===== src/rtl/core/itr_pkg.sv =====
`timescale 1ns / 1ps
// ----------------------------------------------------------------------------
// itr_pkg
// Shared types, constants and helpers for the integer to radix string block.
// ----------------------------------------------------------------------------
package itr_pkg;

	localparam int MAX_RADIX_DEF  = 16;
	localparam int VALUE_BITS_DEF = 32;

	// bits of the magnitude consumed per divide cycle
	localparam int DIV_STEP = 8;

	localparam int RADIX_W = 5;
	localparam int PADDR_W = 5;
	localparam int PDATA_W = 32;

	localparam logic [7:0] MINUS_SIGN = 8'h2D;

	localparam logic [RADIX_W-1:0] RADIX_RST   = RADIX_W'(10);
	localparam logic [31:0]        SYM0_RST    = 32'h3332_3130;
	localparam logic [31:0]        SYM1_RST    = 32'h3736_3534;
	localparam logic [31:0]        SYM2_RST    = 32'h6261_3938;
	localparam logic [31:0]        SYM3_RST    = 32'h6665_6463;

	// register index (paddr[4:2])
	localparam logic [2:0] REG_RADIX = 3'd0;
	localparam logic [2:0] REG_SYM0  = 3'd1;
	localparam logic [2:0] REG_SYM1  = 3'd2;
	localparam logic [2:0] REG_SYM2  = 3'd3;
	localparam logic [2:0] REG_SYM3  = 3'd4;

	typedef logic [3:0][31:0] sym_tab_t;

	typedef struct packed {
		logic load;
		logic step;
		logic push;
		logic emit_sign;
		logic emit_digit;
	} itr_cmd_t;

	typedef struct packed {
		logic quot_zero;
		logic neg;
		logic last_digit;
		logic out_free;
	} itr_status_t;

	function automatic logic [7:0] sym_of(input sym_tab_t tab, input logic [3:0] idx);
		return tab[idx[3:2]][{idx[1:0], 3'b000} +: 8];
	endfunction

endpackage


===== src/rtl/core/itr_regs.sv =====
`timescale 1ns / 1ps
// ----------------------------------------------------------------------------
// itr_regs
// APB configuration registers: radix and the sixteen digit symbols.
// ----------------------------------------------------------------------------
module itr_regs
	import itr_pkg::*;
(
	input  logic               clk,
	input  logic               arst_n,
	input  logic               psel,
	input  logic               penable,
	input  logic               pwrite,
	input  logic [PADDR_W-1:0] paddr,
	input  logic [PDATA_W-1:0] pwdata,
	output logic [PDATA_W-1:0] prdata,
	output logic               pready,
	output logic [RADIX_W-1:0] radix,
	output sym_tab_t           symbols
);

	logic [RADIX_W-1:0] radix_q;
	sym_tab_t           sym_q;
	logic               wr_en;
	logic [2:0]         idx;

	assign pready = 1'b1;
	assign idx    = paddr[4:2];
	assign wr_en  = psel & penable & pwrite;

	always_ff @(posedge clk or negedge arst_n) begin
		if (!arst_n) begin
			radix_q  <= RADIX_RST;
			sym_q[0] <= SYM0_RST;
			sym_q[1] <= SYM1_RST;
			sym_q[2] <= SYM2_RST;
			sym_q[3] <= SYM3_RST;
		end else if (wr_en) begin
			unique case (idx)
				REG_RADIX: radix_q  <= pwdata[RADIX_W-1:0];
				REG_SYM0:  sym_q[0] <= pwdata;
				REG_SYM1:  sym_q[1] <= pwdata;
				REG_SYM2:  sym_q[2] <= pwdata;
				REG_SYM3:  sym_q[3] <= pwdata;
				default: ;
			endcase
		end
	end

	always_comb begin
		unique case (idx)
			REG_RADIX: prdata = PDATA_W'(radix_q);
			REG_SYM0:  prdata = sym_q[0];
			REG_SYM1:  prdata = sym_q[1];
			REG_SYM2:  prdata = sym_q[2];
			REG_SYM3:  prdata = sym_q[3];
			default:   prdata = '0;
		endcase
	end

	assign radix   = radix_q;
	assign symbols = sym_q;

endmodule


===== src/rtl/core/itr_dp.sv =====
`timescale 1ns / 1ps
// ----------------------------------------------------------------------------
// itr_dp
// Datapath: magnitude, chunked long division by the radix, digit stack and
// output register.
// ----------------------------------------------------------------------------
module itr_dp
	import itr_pkg::*;
#(
	parameter int MAX_RADIX  = MAX_RADIX_DEF,
	parameter int VALUE_BITS = VALUE_BITS_DEF
)
(
	input  logic                         clk,
	input  logic                         arst_n,
	input  itr_cmd_t                     cmd,
	output itr_status_t                  status,
	input  logic signed [VALUE_BITS-1:0] value,
	input  logic [RADIX_W-1:0]           radix,
	input  sym_tab_t                     symbols,
	output logic [7:0]                   character,
	output logic                         last,
	output logic                         result_valid,
	input  logic                         result_ready
);

	localparam int N_CHUNK = (VALUE_BITS + DIV_STEP - 1) / DIV_STEP;
	localparam int MAG_W   = N_CHUNK * DIV_STEP;
	localparam int REM_W   = $clog2(MAX_RADIX);
	localparam int TRY_W   = REM_W + 1;
	localparam int CMP_W   = (RADIX_W > TRY_W) ? RADIX_W : TRY_W;
	localparam int CNT_W   = $clog2(VALUE_BITS + 1);

	logic [MAG_W-1:0]      mag_q;
	logic [REM_W-1:0]      rem_q;
	logic [TRY_W-1:0]      eff_q;
	logic                  neg_q;
	logic [REM_W-1:0]      dig_q [VALUE_BITS];
	logic [CNT_W-1:0]      cnt_q;
	logic [7:0]            char_q;
	logic                  last_q;
	logic                  valid_q;

	logic [VALUE_BITS-1:0] abs_val;
	logic [CMP_W-1:0]      rad_ext;
	logic [CMP_W-1:0]      rad_clamp;
	logic [MAG_W-1:0]      mag_nxt;
	logic [REM_W-1:0]      rem_nxt;
	logic [REM_W+3:0]      dig_ext;
	logic                  out_free;

	assign abs_val = value[VALUE_BITS-1] ? VALUE_BITS'(-value) : VALUE_BITS'(value);
	assign rad_ext = CMP_W'(radix);

	always_comb begin
		rad_clamp = rad_ext;
		if (rad_ext < CMP_W'(2))
			rad_clamp = CMP_W'(2);
		if (rad_ext > CMP_W'(MAX_RADIX))
			rad_clamp = CMP_W'(MAX_RADIX);
	end

	// one chunk of restoring division by a small divisor
	always_comb begin
		logic [TRY_W-1:0]    r;
		logic [DIV_STEP-1:0] top;
		logic [DIV_STEP-1:0] qb;
		r   = TRY_W'(rem_q);
		top = mag_q[MAG_W-1 -: DIV_STEP];
		qb  = '0;
		for (int j = DIV_STEP - 1; j >= 0; j--) begin
			r = {r[REM_W-1:0], top[j]};
			if (r >= eff_q) begin
				r     = r - eff_q;
				qb[j] = 1'b1;
			end
		end
		rem_nxt = r[REM_W-1:0];
		mag_nxt = (mag_q << DIV_STEP) | MAG_W'(qb);
	end

	assign out_free = !valid_q || result_ready;

	always_ff @(posedge clk) begin
		if (cmd.load) begin
			mag_q <= MAG_W'(abs_val);
			neg_q <= value[VALUE_BITS-1];
			eff_q <= rad_clamp[TRY_W-1:0];
			rem_q <= '0;
		end else if (cmd.step) begin
			mag_q <= mag_nxt;
			rem_q <= cmd.push ? '0 : rem_nxt;
		end
	end

	// digit stack, top at index 0
	always_ff @(posedge clk) begin
		if (cmd.step && cmd.push) begin
			dig_q[0] <= rem_nxt;
			for (int i = 1; i < VALUE_BITS; i++)
				dig_q[i] <= dig_q[i-1];
		end else if (cmd.emit_digit) begin
			for (int i = 0; i < VALUE_BITS - 1; i++)
				dig_q[i] <= dig_q[i+1];
		end
	end

	always_ff @(posedge clk or negedge arst_n) begin
		if (!arst_n) begin
			cnt_q <= '0;
		end else if (cmd.load) begin
			cnt_q <= '0;
		end else if (cmd.step && cmd.push) begin
			cnt_q <= cnt_q + CNT_W'(1);
		end else if (cmd.emit_digit) begin
			cnt_q <= cnt_q - CNT_W'(1);
		end
	end

	assign dig_ext = (REM_W + 4)'(dig_q[0]);

	always_ff @(posedge clk) begin
		if (cmd.emit_sign) begin
			char_q <= MINUS_SIGN;
			last_q <= 1'b0;
		end else if (cmd.emit_digit) begin
			char_q <= sym_of(symbols, dig_ext[3:0]);
			last_q <= (cnt_q == CNT_W'(1));
		end
	end

	always_ff @(posedge clk or negedge arst_n) begin
		if (!arst_n) begin
			valid_q <= 1'b0;
		end else if (cmd.emit_sign || cmd.emit_digit) begin
			valid_q <= 1'b1;
		end else if (result_ready) begin
			valid_q <= 1'b0;
		end
	end

	assign status.quot_zero  = (mag_nxt == '0);
	assign status.neg        = neg_q;
	assign status.last_digit = (cnt_q == CNT_W'(1));
	assign status.out_free   = out_free;

	assign character    = char_q;
	assign last         = last_q;
	assign result_valid = valid_q;

endmodule


===== src/rtl/core/itr_ctrl.sv =====
`timescale 1ns / 1ps
// ----------------------------------------------------------------------------
// itr_ctrl
// Controller: sequences load, chunked division per digit and emission.
// ----------------------------------------------------------------------------
module itr_ctrl
	import itr_pkg::*;
#(
	parameter int VALUE_BITS = VALUE_BITS_DEF
)
(
	input  logic        clk,
	input  logic        arst_n,
	input  logic        value_valid,
	output logic        value_ready,
	input  itr_status_t status,
	output itr_cmd_t    cmd
);

	localparam int N_CHUNK = (VALUE_BITS + DIV_STEP - 1) / DIV_STEP;
	localparam int CH_W    = (N_CHUNK > 1) ? $clog2(N_CHUNK) : 1;

	typedef enum logic [3:0] {
		ST_IDLE  = 4'b0001,
		ST_DIV   = 4'b0010,
		ST_SIGN  = 4'b0100,
		ST_DIGIT = 4'b1000
	} state_t;

	state_t          state_q;
	state_t          state_nxt;
	logic [CH_W-1:0] chunk_q;
	logic [CH_W-1:0] chunk_nxt;
	logic            chunk_end;

	assign chunk_end   = (chunk_q == CH_W'(N_CHUNK - 1));
	assign value_ready = (state_q == ST_IDLE);

	always_comb begin
		state_nxt = state_q;
		chunk_nxt = chunk_q;
		cmd       = '0;
		unique case (state_q)
			ST_IDLE: begin
				if (value_valid) begin
					cmd.load  = 1'b1;
					chunk_nxt = '0;
					state_nxt = ST_DIV;
				end
			end
			ST_DIV: begin
				cmd.step = 1'b1;
				if (chunk_end) begin
					cmd.push  = 1'b1;
					chunk_nxt = '0;
					if (status.quot_zero)
						state_nxt = status.neg ? ST_SIGN : ST_DIGIT;
				end else begin
					chunk_nxt = chunk_q + CH_W'(1);
				end
			end
			ST_SIGN: begin
				if (status.out_free) begin
					cmd.emit_sign = 1'b1;
					state_nxt     = ST_DIGIT;
				end
			end
			ST_DIGIT: begin
				if (status.out_free) begin
					cmd.emit_digit = 1'b1;
					if (status.last_digit)
						state_nxt = ST_IDLE;
				end
			end
			default: state_nxt = ST_IDLE;
		endcase
	end

	always_ff @(posedge clk or negedge arst_n) begin
		if (!arst_n) begin
			state_q <= ST_IDLE;
			chunk_q <= '0;
		end else begin
			state_q <= state_nxt;
			chunk_q <= chunk_nxt;
		end
	end

endmodule


===== src/rtl/core/int_to_radix_string.sv =====
`timescale 1ns / 1ps
// ----------------------------------------------------------------------------
// int_to_radix_string
// Signed integer to text in radix 2..MAX_RADIX, one character per transaction,
// most significant digit first, optional leading minus sign.
// ----------------------------------------------------------------------------
// Operation: each digit takes ceil(VALUE_BITS/8) chunks of long division (4 at
//   32 bits), one 8-bit chunk per cycle, then the characters go one by one
//   into the output register, which stalls while it holds an unaccepted character.
// Input: a new value is taken only in idle, once the last character of the
//   previous value is in the output register; a minus sign precedes the digits.
// Reset: asynchronous; radix returns to 10 and symbols to "0123456789abcdef".
// ----------------------------------------------------------------------------
module int_to_radix_string
	import itr_pkg::*;
#(
	parameter int MAX_RADIX  = MAX_RADIX_DEF,
	parameter int VALUE_BITS = VALUE_BITS_DEF
)
(
	input  logic                         clk,
	input  logic                         arst_n,
	input  logic                         psel,
	input  logic                         penable,
	input  logic                         pwrite,
	input  logic [PADDR_W-1:0]           paddr,
	input  logic [PDATA_W-1:0]           pwdata,
	output logic [PDATA_W-1:0]           prdata,
	output logic                         pready,
	input  logic                         value_valid,
	output logic                         value_ready,
	input  logic signed [VALUE_BITS-1:0] value,
	output logic                         result_valid,
	input  logic                         result_ready,
	output logic [7:0]                   character,
	output logic                         last
);

	logic [RADIX_W-1:0] radix;
	sym_tab_t           symbols;
	itr_cmd_t           cmd;
	itr_status_t        status;

	itr_regs u_regs (
		.clk     (clk),
		.arst_n  (arst_n),
		.psel    (psel),
		.penable (penable),
		.pwrite  (pwrite),
		.paddr   (paddr),
		.pwdata  (pwdata),
		.prdata  (prdata),
		.pready  (pready),
		.radix   (radix),
		.symbols (symbols)
	);

	itr_ctrl #(
		.VALUE_BITS (VALUE_BITS)
	) u_ctrl (
		.clk         (clk),
		.arst_n      (arst_n),
		.value_valid (value_valid),
		.value_ready (value_ready),
		.status      (status),
		.cmd         (cmd)
	);

	itr_dp #(
		.MAX_RADIX  (MAX_RADIX),
		.VALUE_BITS (VALUE_BITS)
	) u_dp (
		.clk          (clk),
		.arst_n       (arst_n),
		.cmd          (cmd),
		.status       (status),
		.value        (value),
		.radix        (radix),
		.symbols      (symbols),
		.character    (character),
		.last         (last),
		.result_valid (result_valid),
		.result_ready (result_ready)
	);

endmodule

===== config.mk =====
export PLATFORM = sky130hd
export DESIGN_NAME = int_to_radix_string
export DESIGN_NICKNAME = d
export VERILOG_FILES = /design/src/rtl/core/itr_pkg.sv /design/src/rtl/core/itr_regs.sv /design/src/rtl/core/itr_dp.sv /design/src/rtl/core/itr_ctrl.sv /design/src/rtl/core/int_to_radix_string.sv
export SDC_FILE = /design/constraint.sdc
export NUM_CORES = 1
export LEC_CHECK = 0
export BUFFER_PORTS_ARGS = -buffer_cell sky130_fd_sc_hd__buf_2
export CAP_MARGIN = 10
export CORE_MARGIN = 2
export CORE_UTILIZATION = 55
export DETAILED_ROUTE_END_ITERATION = 8
export MAX_ROUTING_LAYER = met4
export PLACE_DENSITY = 0.74
export SYNTH_ARGS = -nofsm -noshare
export SYNTH_HDL_FRONTEND = slang
export SYNTH_HIERARCHICAL = 1
export SYNTH_SLANG_ARGS = --single-unit

===== constraint.sdc =====
create_clock -name clk -period 15.7 [get_ports clk]
set_input_delay 0.785 -clock clk [delete_from_list [all_inputs] [get_ports clk]]
set_output_delay 0.785 -clock clk [all_outputs]
set_load 0.03 [all_outputs]

==> results.sh <==
export IMPL_final_nets=1794
export IMPL_routed_wl_mm=38.4
export IMPL_cts_root_buf="clkbuf_16"
export IMPL_min_period_ns=12.96
export IMPL_grtUsageTotal_pct=24.1
export IMPL_area_delta_synth_final_pct=11.1
export IMPL_cts_buffer_depth=3
export IMPL_synth_edff_count=166
export IMPL_cp_max_fo=12
export IMPL_grt_pass1_vias=12388
export IMPL_numCtsBuffers=36
export IMPL_synth_top_area_share_pct=28.2
export IMPL_synth_compound_area_share_pct=8.08
export IMPL_yosysSeqAreaShare_pct=50.7
export IMPL_core_mm2=0.0316
export IMPL_synth_cell_types=77
export IMPL_grt_max_degree=104
export IMPL_synthMuxAreaShare_pct=16.7
export IMPL_grt_pass1_wl_mm=63.2
export IMPL_dr_total_vias=12197
export IMPL_ioPinCount=120
export IMPL_path_common_cell="ha_1"
export IMPL_synth_warnings=6
export IMPL_floorplan_initialDensity_pct=55.9
export IMPL_netlist_instances=1588
export IMPL_postCtsSetupBuffers=0
export IMPL_die_y_um=183
export IMPL_cts_hold_buf=0
export IMPL_startpoint_type="flop"
export IMPL_hold_viol=0
export IMPL_synth_xor_area_share_pct=2.53
export IMPL_firstDrtPassIters=5
export IMPL_setup_viol=0
export IMPL_path_clk_slew_ns=0.06
export IMPL_die_w_um=183
export IMPL_syn_nets=1717
export IMPL_grt_use_met2_pct=38.4
export IMPL_reg2reg_slack_ns=2.74
export IMPL_status="complete, no violations"
export IMPL_synth_top_family_by_area="multiplexers"
export IMPL_max_freq_ghz=0.0771
export IMPL_cts_tree="done"
export IMPL_synth_top_area_cell="edfxtp_1"
export IMPL_grt_busiest_layer="met2"
export IMPL_clkLatencyLatePin_ns=0.53
export IMPL_cts_sinks=325
export IMPL_gr_total_overflow=0
export IMPL_port_buffers=116
export IMPL_ant_nets=0
export IMPL_timing_rr_start="u_dp/eff_q[1]"
export IMPL_startpoint="u_dp/eff_q[1]"
export IMPL_cpPeakStageDelay_ns=0.77
export IMPL_slowest_stage="edfxtp_1"
export IMPL_grt_use_met1_pct=31.0
export IMPL_worst_slew_pin_slew_ns=1.02
export IMPL_dr_first_iter_drc_count=874
export IMPL_drv_slew=0
export IMPL_hpwl_mm=24.3
export IMPL_finalInstanceArea_mm2=0.0196
export IMPL_fin_setup_tns_ns=0
export IMPL_layout_drive_gt1_share_pct=25.9
export IMPL_hp_class="primary input to asynchronous set/reset pin"
export IMPL_synthTopCellsByArea="edfxtp_1 28%, dfrtp_1 12%, dfstp_2 8.8%"
export IMPL_synth_fa_ha_area_share_pct=4.09
export IMPL_end_kind="flop"
export IMPL_syn_area_per_cell_um2=11.1
export IMPL_grt_antenna_before_repair=5
export IMPL_wire_per_inst_um=18.3
export IMPL_synth_cell_area_mm2=0.0177
export IMPL_critical_path_class="flop to flop"
export IMPL_grt_use_met3_pct=5.48
export IMPL_finClkSkew_ns=0.0199
export IMPL_drc=0
export IMPL_die_area_mm2=0.0336
export IMPL_htree_levels=2
export IMPL_fin_crit_sh_pct=82.6
export IMPL_maxCapViolations=0
export IMPL_row_count=65
export IMPL_worstPathArrival_ns=13.40
export IMPL_synth_simple_area_share_pct=14.0
export IMPL_gp_congestion=0.798
export IMPL_cp_required_ns=16.14
export IMPL_dpl_cell_area_mm2=0.0184
export IMPL_slew_headroom_pct=31.7
export IMPL_ys_flop_type="edfxtp_1"
export IMPL_synth_seq_cells=325
export IMPL_rsz0062_at_grt="no"
export IMPL_cts_repair_resized=0
export IMPL_vias_per_cell=5.81
export IMPL_synthArstFlopShare_pct=44.9
==> final cells by class <==
cell class / count / area, um^2
antenna: 6 / 15.0
inverter: 42 / 158
timing repair buffer: 137 / 742
multi-input combinational: 1123 / 8060
clock buffer: 54 / 1060
clock inverter: 11 / 141
sequential: 325 / 8970
tap: 402 / 503
fill: 2426 / 12000
==> metrics by stage <==
step / setup slack [ns] / hold slack [ns] / cells / utilization (%)
after global routing: 1.64 / 0.444 / 2099 / 62.1
after global placement: 2.71 / 0.430 / 2028 / 58.2
after CTS: 2.31 / 0.409 / 2093 / 62.0
after detailed placement: 2.41 / 0.445 / 2028 / 58.2
final: 2.74 / 0.381 / 2100 / 62.1
after floorplan: 4.63 / 0.426 / 1588 / -
==> registers in the layout, indices dropped and copies added, names as in the netlist <==
register           flops
u_ctrl/chunk_q         2
u_ctrl/state_q         4
u_dp/character         8
u_dp/cnt_q             6
u_dp/dig_q           128
u_dp/eff_q             5
u_dp/last              1
u_dp/mag_q            32
u_dp/neg_q             1
u_dp/rem_q             4
u_dp/result_valid      1
u_regs/radix           5
u_regs/symbols       128
==> Yosys cell counts, types with 11 or more instances <==
master / count
nand2_1: 413
dfxtp_1: 13
inv_1: 41
buf_6: 13
mux2_2: 118
clkbuf_1: 48
nor4_1: 12
a21o_1: 15
buf_1: 14
buf_2: 16
mux2_1: 21
o21ai_0: 25
xor2_1: 34
ha_1: 45
a21oi_1: 63
mux4_2: 40
o22ai_1: 34
dfrtp_1: 87
a22oi_1: 32
dfstp_2: 59
mux2i_1: 41
xnor2_1: 17
nor2b_1: 11
edfxtp_1: 166
nor2_1: 67
==> cells in the final DEF (no fill, tap or decap), drive strengths merged, types with 54 or more instances in the layout <==
| cell | n |
|---|---|
| clkbuf | 54 |
| nand2 | 413 |
| edfxtp | 166 |
| dfrtp | 87 |
| nor2 | 68 |
| dfstp | 59 |
| mux2 | 144 |
| a21oi | 63 |
| buf | 137 |
==> final timing paths <==
kind | end | depth (start not counted)
hold reg to reg | u_dp/dig_q[0][126] | 0
setup / recovery | u_ctrl/state_q[2] | 51
max in group asynchronous | u_regs/symbols[34] | 2
min in group clk | u_ctrl/state_q[0] | 2
setup reg to reg | u_ctrl/state_q[2] | 51
hold / removal | u_regs/symbols[111] | 1
==> critical path: cells and delay by family (launching register included) <==
family	cells	cell delay, ns
buf+inv	5	1.03
simple gates	8	1.05
mux	3	1.19
compound gates	27	6.25
flops	1	0.77
fa+ha+maj	8	2.59
==> metal layers <==
metal	vias up	part of all wire, %	wire length, um
met4	0	2.7	1050
met1	5997	44	16800
li1	5820	-	-
met2	311	47	18000
met3	69	6.8	2600
met5	-	0	0
==> cell families (layout without fill, tap and decap cells) <==
group | count (synthesis) | in the layout
and+or+nand+nor | 571 | 571
DFF | 325 | 325
muxes | 225 | 225
AOI/OAI and AO/OA | 222 | 222
buffers and inverters | 140 | 244
adders and majority gates | 53 | 53
xor gates and xnor gates | 51 | 51
other | 1 | 7
Power is left out: the tool's default activity adds up to more than one toggle a clock period on the data nets, which glitch-free logic cannot reach.
